File: config.mk
export PLATFORM = sky130hd
export DESIGN_NAME = sha256_stream_hasher_flat
export DESIGN_NICKNAME = d
export VERILOG_FILES = /design/src/design/sha_pkg.sv /design/src/design/sha_if.sv /design/src/design/sha256_stream_hasher.sv /design/src/design/sha_queue.sv /design/src/design/sha_core.sv /design/src/flat_wrapper.sv
export SDC_FILE = /design/constraint.sdc
export NUM_CORES = 2
export LEC_CHECK = 0
export ABC_AREA = 1
export BUFFER_PORTS_ARGS = -buffer_cell sky130_fd_sc_hd__buf_2
export CORE_MARGIN = 8
export CORE_UTILIZATION = 30
export CTS_BUF_LIST = sky130_fd_sc_hd__clkbuf_2 sky130_fd_sc_hd__clkbuf_4 sky130_fd_sc_hd__clkbuf_8
export CTS_CLUSTER_SIZE = 30
export DETAILED_ROUTE_END_ITERATION = 7
export PLACE_DENSITY = 0.54
export SKIP_CTS_REPAIR_TIMING = 1
export SYNTH_ARGS = -nofsm -noshare
export SYNTH_HDL_FRONTEND = slang
export SYNTH_SLANG_ARGS = --single-unit
File: constraint.sdc
create_clock -name clk -period 19.65 [get_ports clk]
set_input_delay 1.965 -clock clk [delete_from_list [all_inputs] [get_ports clk]]
set_output_delay 1.965 -clock clk [all_outputs]
set_load 0.01 [all_outputs]
File: src/design/sha_pkg.sv
// Package for the SHA-256 stream hasher: round constants, initial hash values,
// queue entry type and the round helper functions. No dependencies.
package sha_pkg;

    typedef struct packed {
        logic       action;
        logic [7:0] data_byte;
    } sha_item_t;

    localparam int QueueDepth = 4;

    function automatic logic [31:0] init_h(input logic [2:0] idx);
        logic [31:0] r;
        begin
            case (idx)
                3'd0: r = 32'h6A09E667;
                3'd1: r = 32'hBB67AE85;
                3'd2: r = 32'h3C6EF372;
                3'd3: r = 32'hA54FF53A;
                3'd4: r = 32'h510E527F;
                3'd5: r = 32'h9B05688C;
                3'd6: r = 32'h1F83D9AB;
                default: r = 32'h5BE0CD19;
            endcase
            return r;
        end
    endfunction

    localparam logic [31:0] ROUND_K [64] = '{
        32'h428A2F98, 32'h71374491, 32'hB5C0FBCF, 32'hE9B5DBA5,
        32'h3956C25B, 32'h59F111F1, 32'h923F82A4, 32'hAB1C5ED5,
        32'hD807AA98, 32'h12835B01, 32'h243185BE, 32'h550C7DC3,
        32'h72BE5D74, 32'h80DEB1FE, 32'h9BDC06A7, 32'hC19BF174,
        32'hE49B69C1, 32'hEFBE4786, 32'h0FC19DC6, 32'h240CA1CC,
        32'h2DE92C6F, 32'h4A7484AA, 32'h5CB0A9DC, 32'h76F988DA,
        32'h983E5152, 32'hA831C66D, 32'hB00327C8, 32'hBF597FC7,
        32'hC6E00BF3, 32'hD5A79147, 32'h06CA6351, 32'h14292967,
        32'h27B70A85, 32'h2E1B2138, 32'h4D2C6DFC, 32'h53380D13,
        32'h650A7354, 32'h766A0ABB, 32'h81C2C92E, 32'h92722C85,
        32'hA2BFE8A1, 32'hA81A664B, 32'hC24B8B70, 32'hC76C51A3,
        32'hD192E819, 32'hD6990624, 32'hF40E3585, 32'h106AA070,
        32'h19A4C116, 32'h1E376C08, 32'h2748774C, 32'h34B0BCB5,
        32'h391C0CB3, 32'h4ED8AA4A, 32'h5B9CCA4F, 32'h682E6FF3,
        32'h748F82EE, 32'h78A5636F, 32'h84C87814, 32'h8CC70208,
        32'h90BEFFFA, 32'hA4506CEB, 32'hBEF9A3F7, 32'hC67178F2
    };

    function automatic logic [31:0] rotr(input logic [31:0] x, input int n);
        return (x >> n) | (x << (32 - n));
    endfunction

endpackage

File: src/design/sha_if.sv
// Valid/ready channel interfaces for the hasher's input and digest output.
// Depends on nothing.
interface sha_in_if;
    logic       valid;
    logic       ready;
    logic       action;
    logic [7:0] data_byte;
    modport source (output valid, output action, output data_byte, input ready);
    modport sink (input valid, input action, input data_byte, output ready);
endinterface

interface sha_out_if;
    logic        valid;
    logic        ready;
    logic [31:0] digest_word;
    logic [2:0]  word_index;
    logic        last_word;
    modport source (output valid, output digest_word, output word_index,
                    output last_word, input ready);
    modport sink (input valid, input digest_word, input word_index,
                  input last_word, output ready);
endinterface

File: src/design/sha256_stream_hasher.sv
// Top level of the SHA-256 stream hasher: input queue feeding the hash core.
// Depends on sha_pkg, sha_if, sha_queue and sha_core.
//
//  channel   dir   payload
//  in_ch     in    action, data_byte
//  out_ch    out   digest_word, word_index, last_word
//
// An absorb word goes into the block buffer; one that fills a block starts compression.
// A finish word takes the padding bytes at one a cycle, then compresses each block
// (one or two), then eight digest words, one per cycle while out_ch is ready.
// The 64-round compression loop sets the rate; the queue absorbs input meanwhile.
// Reset restores the initial hash values and empties the queue.
module sha256_stream_hasher (
    input  logic clk,
    input  logic rst_n,
    sha_in_if.sink    in_ch,
    sha_out_if.source out_ch
);
    import sha_pkg::*;

    sha_item_t in_item;
    sha_item_t q_item;
    logic      q_valid;
    logic      q_ready;

    assign in_item.action    = in_ch.action;
    assign in_item.data_byte = in_ch.data_byte;

    sha_queue u_queue (
        .clk       (clk),
        .rst_n     (rst_n),
        .in_valid  (in_ch.valid),
        .in_ready  (in_ch.ready),
        .in_item   (in_item),
        .out_valid (q_valid),
        .out_ready (q_ready),
        .out_item  (q_item)
    );

    sha_core u_core (
        .clk         (clk),
        .rst_n       (rst_n),
        .item_valid  (q_valid),
        .item_ready  (q_ready),
        .item        (q_item),
        .out_valid   (out_ch.valid),
        .out_ready   (out_ch.ready),
        .digest_word (out_ch.digest_word),
        .word_index  (out_ch.word_index),
        .last_word   (out_ch.last_word)
    );
endmodule

File: src/design/sha_queue.sv
// Front part: accepts input words into a short queue between front and back.
// Depends on sha_pkg.
module sha_queue (
    input  logic              clk,
    input  logic              rst_n,
    input  logic              in_valid,
    output logic              in_ready,
    input  sha_pkg::sha_item_t in_item,
    output logic              out_valid,
    input  logic              out_ready,
    output sha_pkg::sha_item_t out_item
);
    import sha_pkg::*;

    localparam int AW = $clog2(QueueDepth);

    sha_item_t        mem_reg [QueueDepth];
    logic [AW-1:0]    wr_reg;
    logic [AW-1:0]    rd_reg;
    logic [AW:0]      cnt_reg;
    logic             push;
    logic             pop;

    assign in_ready  = cnt_reg < (AW+1)'(QueueDepth);
    assign out_valid = cnt_reg != '0;
    assign out_item  = mem_reg[rd_reg];
    assign push      = in_valid && in_ready;
    assign pop       = out_valid && out_ready;

    always_ff @(posedge clk)
    begin
        if (push)
        begin
            mem_reg[wr_reg] <= in_item;
        end
    end

    always_ff @(posedge clk or negedge rst_n)
    begin
        if (!rst_n)
        begin
            wr_reg  <= '0;
            rd_reg  <= '0;
            cnt_reg <= '0;
        end
        else
        begin
            if (push)
            begin
                wr_reg <= wr_reg + 1'b1;
            end
            if (pop)
            begin
                rd_reg <= rd_reg + 1'b1;
            end
            cnt_reg <= cnt_reg + (AW+1)'(push) - (AW+1)'(pop);
        end
    end
endmodule

File: src/design/sha_core.sv
// Back part: block buffer, padding sequencer, one-round-per-cycle compression
// and digest output register. Depends on sha_pkg.
module sha_core (
    input  logic              clk,
    input  logic              rst_n,
    input  logic              item_valid,
    output logic              item_ready,
    input  sha_pkg::sha_item_t item,
    output logic              out_valid,
    input  logic              out_ready,
    output logic [31:0]       digest_word,
    output logic [2:0]        word_index,
    output logic              last_word
);
    import sha_pkg::*;

    localparam logic [2:0] ST_IDLE  = 3'd0;
    localparam logic [2:0] ST_PAD   = 3'd1;
    localparam logic [2:0] ST_ROUND = 3'd2;
    localparam logic [2:0] ST_ADD   = 3'd3;
    localparam logic [2:0] ST_EMIT  = 3'd4;

    logic [2:0]  state_reg;
    logic [31:0] h_reg [8];
    logic [31:0] v_reg [8];
    logic [31:0] w_reg [16];
    logic [5:0]  fill_reg;
    logic [63:0] bits_reg;
    logic [63:0] len_reg;
    logic        fin_reg;
    logic        pad_len_reg;
    logic [5:0]  round_reg;
    logic [2:0]  emit_reg;

    logic        push;
    logic [7:0]  push_byte;
    logic [7:0]  pad_byte;
    logic [31:0] t1;
    logic [31:0] t2;
    logic [31:0] wnew;
    logic [31:0] s0;
    logic [31:0] s1;

    assign item_ready  = (state_reg == ST_IDLE);
    assign out_valid   = (state_reg == ST_EMIT);
    assign digest_word = h_reg[emit_reg];
    assign word_index  = emit_reg;
    assign last_word   = (emit_reg == 3'd7);

    always_comb
    begin
        if (fill_reg >= 6'd56 && pad_len_reg)
        begin
            pad_byte = len_reg[8*(63-fill_reg) +: 8];
        end
        else
        begin
            pad_byte = 8'h00;
        end
    end

    always_comb
    begin
        s0 = rotr(w_reg[1], 7) ^ rotr(w_reg[1], 18) ^ (w_reg[1] >> 3);
        s1 = rotr(w_reg[14], 17) ^ rotr(w_reg[14], 19) ^ (w_reg[14] >> 10);
        wnew = s1 + w_reg[9] + s0 + w_reg[0];
        t1 = v_reg[7] + (rotr(v_reg[4], 6) ^ rotr(v_reg[4], 11) ^ rotr(v_reg[4], 25))
           + ((v_reg[4] & v_reg[5]) ^ (~v_reg[4] & v_reg[6]))
           + ROUND_K[round_reg] + w_reg[0];
        t2 = (rotr(v_reg[0], 2) ^ rotr(v_reg[0], 13) ^ rotr(v_reg[0], 22))
           + ((v_reg[0] & v_reg[1]) ^ (v_reg[0] & v_reg[2]) ^ (v_reg[1] & v_reg[2]));
    end

    always_comb
    begin
        push      = 1'b0;
        push_byte = 8'h00;
        if (state_reg == ST_IDLE && item_valid)
        begin
            push      = 1'b1;
            push_byte = item.action ? 8'h80 : item.data_byte;
        end
        else if (state_reg == ST_PAD)
        begin
            push      = 1'b1;
            push_byte = pad_byte;
        end
    end

    always_ff @(posedge clk)
    begin
        if (push)
        begin
            w_reg[fill_reg[5:2]][8*(3-fill_reg[1:0]) +: 8] <= push_byte;
        end
        if (state_reg == ST_ROUND)
        begin
            for (int i = 0; i < 15; i++)
            begin
                w_reg[i] <= w_reg[i+1];
            end
            w_reg[15] <= wnew;
            for (int i = 1; i < 8; i++)
            begin
                v_reg[i] <= v_reg[i-1];
            end
            v_reg[4] <= v_reg[3] + t1;
            v_reg[0] <= t1 + t2;
        end
        else if (push && fill_reg == 6'd63)
        begin
            for (int i = 0; i < 8; i++)
            begin
                v_reg[i] <= h_reg[i];
            end
        end
        if (state_reg == ST_IDLE && item_valid && item.action)
        begin
            len_reg <= bits_reg;
        end
    end

    always_ff @(posedge clk or negedge rst_n)
    begin
        if (!rst_n)
        begin
            state_reg   <= ST_IDLE;
            fill_reg    <= '0;
            bits_reg    <= '0;
            fin_reg     <= 1'b0;
            pad_len_reg <= 1'b0;
            round_reg   <= '0;
            emit_reg    <= '0;
            for (int i = 0; i < 8; i++)
            begin
                h_reg[i] <= init_h(3'(i));
            end
        end
        else
        begin
            if (push)
            begin
                fill_reg <= fill_reg + 1'b1;
            end
            case (state_reg)
                ST_IDLE:
                begin
                    if (item_valid)
                    begin
                        if (item.action)
                        begin
                            fin_reg     <= 1'b1;
                            pad_len_reg <= (fill_reg < 6'd56);
                        end
                        else
                        begin
                            bits_reg <= bits_reg + 64'd8;
                        end
                        if (fill_reg == 6'd63)
                        begin
                            state_reg <= ST_ROUND;
                            round_reg <= '0;
                        end
                        else if (item.action)
                        begin
                            state_reg <= ST_PAD;
                        end
                    end
                end
                ST_PAD:
                begin
                    if (fill_reg == 6'd63)
                    begin
                        state_reg <= ST_ROUND;
                        round_reg <= '0;
                    end
                end
                ST_ROUND:
                begin
                    round_reg <= round_reg + 1'b1;
                    if (round_reg == 6'd63)
                    begin
                        state_reg <= ST_ADD;
                    end
                end
                ST_ADD:
                begin
                    for (int i = 0; i < 8; i++)
                    begin
                        h_reg[i] <= h_reg[i] + v_reg[i];
                    end
                    if (!fin_reg)
                    begin
                        state_reg <= ST_IDLE;
                    end
                    else if (pad_len_reg)
                    begin
                        state_reg <= ST_EMIT;
                        emit_reg  <= '0;
                    end
                    else
                    begin
                        pad_len_reg <= 1'b1;
                        state_reg   <= ST_PAD;
                    end
                end
                ST_EMIT:
                begin
                    if (out_ready)
                    begin
                        emit_reg <= emit_reg + 1'b1;
                        if (emit_reg == 3'd7)
                        begin
                            state_reg <= ST_IDLE;
                            fin_reg   <= 1'b0;
                            bits_reg  <= '0;
                            fill_reg  <= '0;
                            for (int i = 0; i < 8; i++)
                            begin
                                h_reg[i] <= init_h(3'(i));
                            end
                        end
                    end
                end
                default:
                begin
                    state_reg <= ST_IDLE;
                end
            endcase
        end
    end
endmodule

File: src/flat_wrapper.sv
// flat-port wrapper written by rule: the top's interface ports become plain ports
module sha256_stream_hasher_flat import sha_pkg::*;
  (clk, rst_n, in_ch_valid, in_ch_action, in_ch_data_byte, in_ch_ready, out_ch_valid, out_ch_digest_word, out_ch_word_index, out_ch_last_word, out_ch_ready);
  sha_in_if in_ch_i ();
  sha_out_if out_ch_i ();
  input  logic clk;
  input  logic rst_n;
  input wire logic [$bits(in_ch_i.valid)-1:0] in_ch_valid;
  input wire logic [$bits(in_ch_i.action)-1:0] in_ch_action;
  input wire logic [$bits(in_ch_i.data_byte)-1:0] in_ch_data_byte;
  output wire logic [$bits(in_ch_i.ready)-1:0] in_ch_ready;
  output wire logic [$bits(out_ch_i.valid)-1:0] out_ch_valid;
  output wire logic [$bits(out_ch_i.digest_word)-1:0] out_ch_digest_word;
  output wire logic [$bits(out_ch_i.word_index)-1:0] out_ch_word_index;
  output wire logic [$bits(out_ch_i.last_word)-1:0] out_ch_last_word;
  input wire logic [$bits(out_ch_i.ready)-1:0] out_ch_ready;
  assign in_ch_i.valid = in_ch_valid;
  assign in_ch_i.action = in_ch_action;
  assign in_ch_i.data_byte = in_ch_data_byte;
  assign in_ch_ready = in_ch_i.ready;
  assign out_ch_valid = out_ch_i.valid;
  assign out_ch_digest_word = out_ch_i.digest_word;
  assign out_ch_word_index = out_ch_i.word_index;
  assign out_ch_last_word = out_ch_i.last_word;
  assign out_ch_i.ready = out_ch_ready;
  sha256_stream_hasher u_core (.clk(clk), .rst_n(rst_n), .in_ch(in_ch_i), .out_ch(out_ch_i));
endmodule
==> out/metrics.cfg <==
[clock_tree]
insertion_delay_ns=1.02
htreeDepth=4
cts_buffers=223
cts.clk_slew.worst_paths_ns=0.06
cts_buffer_depth=4
root_buffer=clkbuf_8
cts_tree=done
numClockSinks=1209

[sta]
tns_ns=0
max_slew_margin_pct=7.55
period_share_pct=48.9
drv_slew=0
setup_violations=0
worst_pin_slew_ns=1.37
skew_ns=0.132
fmax_ghz=0.104
min_period_ns=9.61
finalHoldViolCount=0
rsz0062_at_grt=no

[floorplan]
start_util_pct=30.1
rows=193
die_w_um=542
die_area_um2=293000
core_area_um2=276000
die_height_um=542
ios=51

[route]
drt_iter0_markers=8346
wire_per_inst_um=24.8
drt.antenna.violating_nets=0
vias=74277
wirelength_um=350000
viasPerCell=5.27
drcViolationCount=1
drt_pre_antenna_iters=8

[layout]
seq_area_um2=34800
final_cell_area_um2=91900
fin_cells=14089
largest_reg_flops=512
multi_input_area_um2=42300
nets=10812
drive_above_1_share_pct=7.15
fill_cells=29582
syn_to_final_growth_pct=10.9
utilization_pct=33.3

[power_and_ir_drop]
p_sw_w=0.00956
p_comb_share_pct=63.3
pwr-share-seq_pct=22.3
pwr-share-clk_pct=14.4
swShare_pct=52.1
internal_power_w=0.00877
ir_drop_v=0.000173
cellPowerDensity_nw_per_um2=199
p_leak_nw=40.7

[worst_setup_path]
crit_path_top_delay_cell=nor2_1
crit_path_start=u_core.u_core.round_reg[4]
crit_arrival_ns=10.24
reg2reg_to=u_core.u_core.v_reg[0][18]
r2r_cells=36
max_stage_delay_ns=0.99
r2r_setup_slack_ns=10.04
rr_startpoint=u_core.u_core.round_reg[4]
crit_fanout=40
crit_path_end_kind=flip-flop
path_common_cell=nand2_1
required_ns=20.28
cp-endpoint=u_core.u_core.v_reg[0][18]
crit_type=flip-flop to flip-flop
worst_setup_path_start_kind=flip-flop

[placed_design]
place_area_um2=87200
dp_cells=13678
routabilityCongestion=0.997
dp_hpwl_um=267000
port_buffers=50

[yosys]
synth_top_flop_cell=edfxtp_1
synth_area_leader_cell=edfxtp_1
synth_area_per_cell_um2=8.13
synth_common_cells=nand2_1, inv_1, o21ai_0
ys_seq_area_share_pct=41.9
yosysWarnings=0
syn-cell-area_um2=82900
synthesis.nets=10811
netlist_top_cells_area=edfxtp_1, nand2_1, dfrtp_1, ha_1, o21ai_0
synth_top_area_share_pct=31.3
synth_cell_types=64
yosysMostFrequentCell=nand2_1
synth_seq_cells=1209
synth_cells=10198
synth_edf_count=865
async_flop_share_pct=28.5

[flow_run]
cap_violations=0

[outcome]
violations=design-rule violations
status=finished, violations left

[global_route]
overflow=0
antenna_found_initial=27
grt_pass1_wl_um=501000
grt_max_degree=212
grt_usage_pct=22.9
grt_pass1_vias=70599

[hold_path]
hold_path_class=flip-flop to flip-flop

==> worst max-delay path, delay by kind of cell (launching register included) <==
family          cells  cell delay, ns
compound gates      8            1.75
xor+xnor            1            0.46
fa+ha+maj           6            2.67
buf+inv             9            1.63
flops               1            0.32
simple gates       12            2.38
==> logic make-up after synthesis <==
logic type      Yosys count  share of synthesized area [%]
fa+ha+maj               628                           11.2
simple gates           4179                           20.3
xor+xnor                439                           4.64
flops                  1209                           41.9
compound gates         2192                           14.7
mux                       9                          0.109
buf+inv                1542                           7.08
==> layout by cell type (no fill, tap or decap), types with 100 or more instances in the layout <==
cell,count
nand3_1,391
a21oi_1,713
nand2_1,2788
edfxtp_1,865
dfrtp_1,206
o22ai_1,112
nor3_1,100
ha_1,404
inv_1,1138
clkbuf_8,250
fa_1,196
o21ai_0,948
xnor2_1,182
nor2_1,705
xor2_1,257
dfstp_2,136
buf_4,110
==> layer usage <==
metal / vias to the layer above / global-route usage [%] / wire length [um] / share of wire [%]
met5: - / 0 / 172 / 0.049
met4: 24 / 9.92 / 18000 / 5.1
met3: 819 / 4.17 / 29700 / 8.5
met2: 3303 / 34.6 / 149000 / 43
met1: 35936 / 32.0 / 153000 / 44
li1: 34195 / - / - / -
==> power by group through the flow <==
stage	sequential [W]	clock, W	combinational, W
after floorplan	0.00382	0	0.00780
after global placement	0.00411	0	0.0116
after detailed placement	0.00411	0	0.0114
after CTS	0.00407	0.00269	0.0115
after global routing	0.00411	0.00279	0.0128
final	0.00408	0.00264	0.0116
==> layout make-up <==
| class | count | area share (%) |
|---|---|---|
| antenna | 8 | 0.0218 |
| multi-input combinational | 7447 | 46.0 |
| tap | 3705 | 5.04 |
| clock buffer | 314 | 4.27 |
| sequential | 1209 | 37.8 |
| clock inverter | 88 | 0.833 |
| timing repair buffer | 163 | 1.25 |
| inverter | 1155 | 4.75 |
==> through the flow <==
step	hold slack, ns	total power, W	worst slack (ns)
floorplan	0.423	0.0116	12.62
global placement	0.475	0.0157	10.11
detailed placement	0.485	0.0155	10.36
CTS	0.488	0.0182	10.22
global route	0.501	0.0197	9.66
finish	0.488	0.0183	10.04
==> worst min path at each step <==
stage	start	endpoint	slack, ns	cells after the start
floorplan	u_core.u_core.bits_reg[30]	u_core.u_core.len_reg[30]	0.42	0
global placement	u_core.u_core.bits_reg[20]	u_core.u_core.len_reg[20]	0.48	0
detailed placement	u_core.u_core.bits_reg[20]	u_core.u_core.len_reg[20]	0.49	0
CTS	u_core.u_core.w_reg[4][11]	u_core.u_core.w_reg[3][11]	0.49	2
global route	u_core.u_core.w_reg[5][12]	u_core.u_core.w_reg[4][12]	0.50	2
finish	u_core.u_core.w_reg[4][11]	u_core.u_core.w_reg[3][11]	0.49	2
Note: power is estimated with default switching activity, not from simulation.
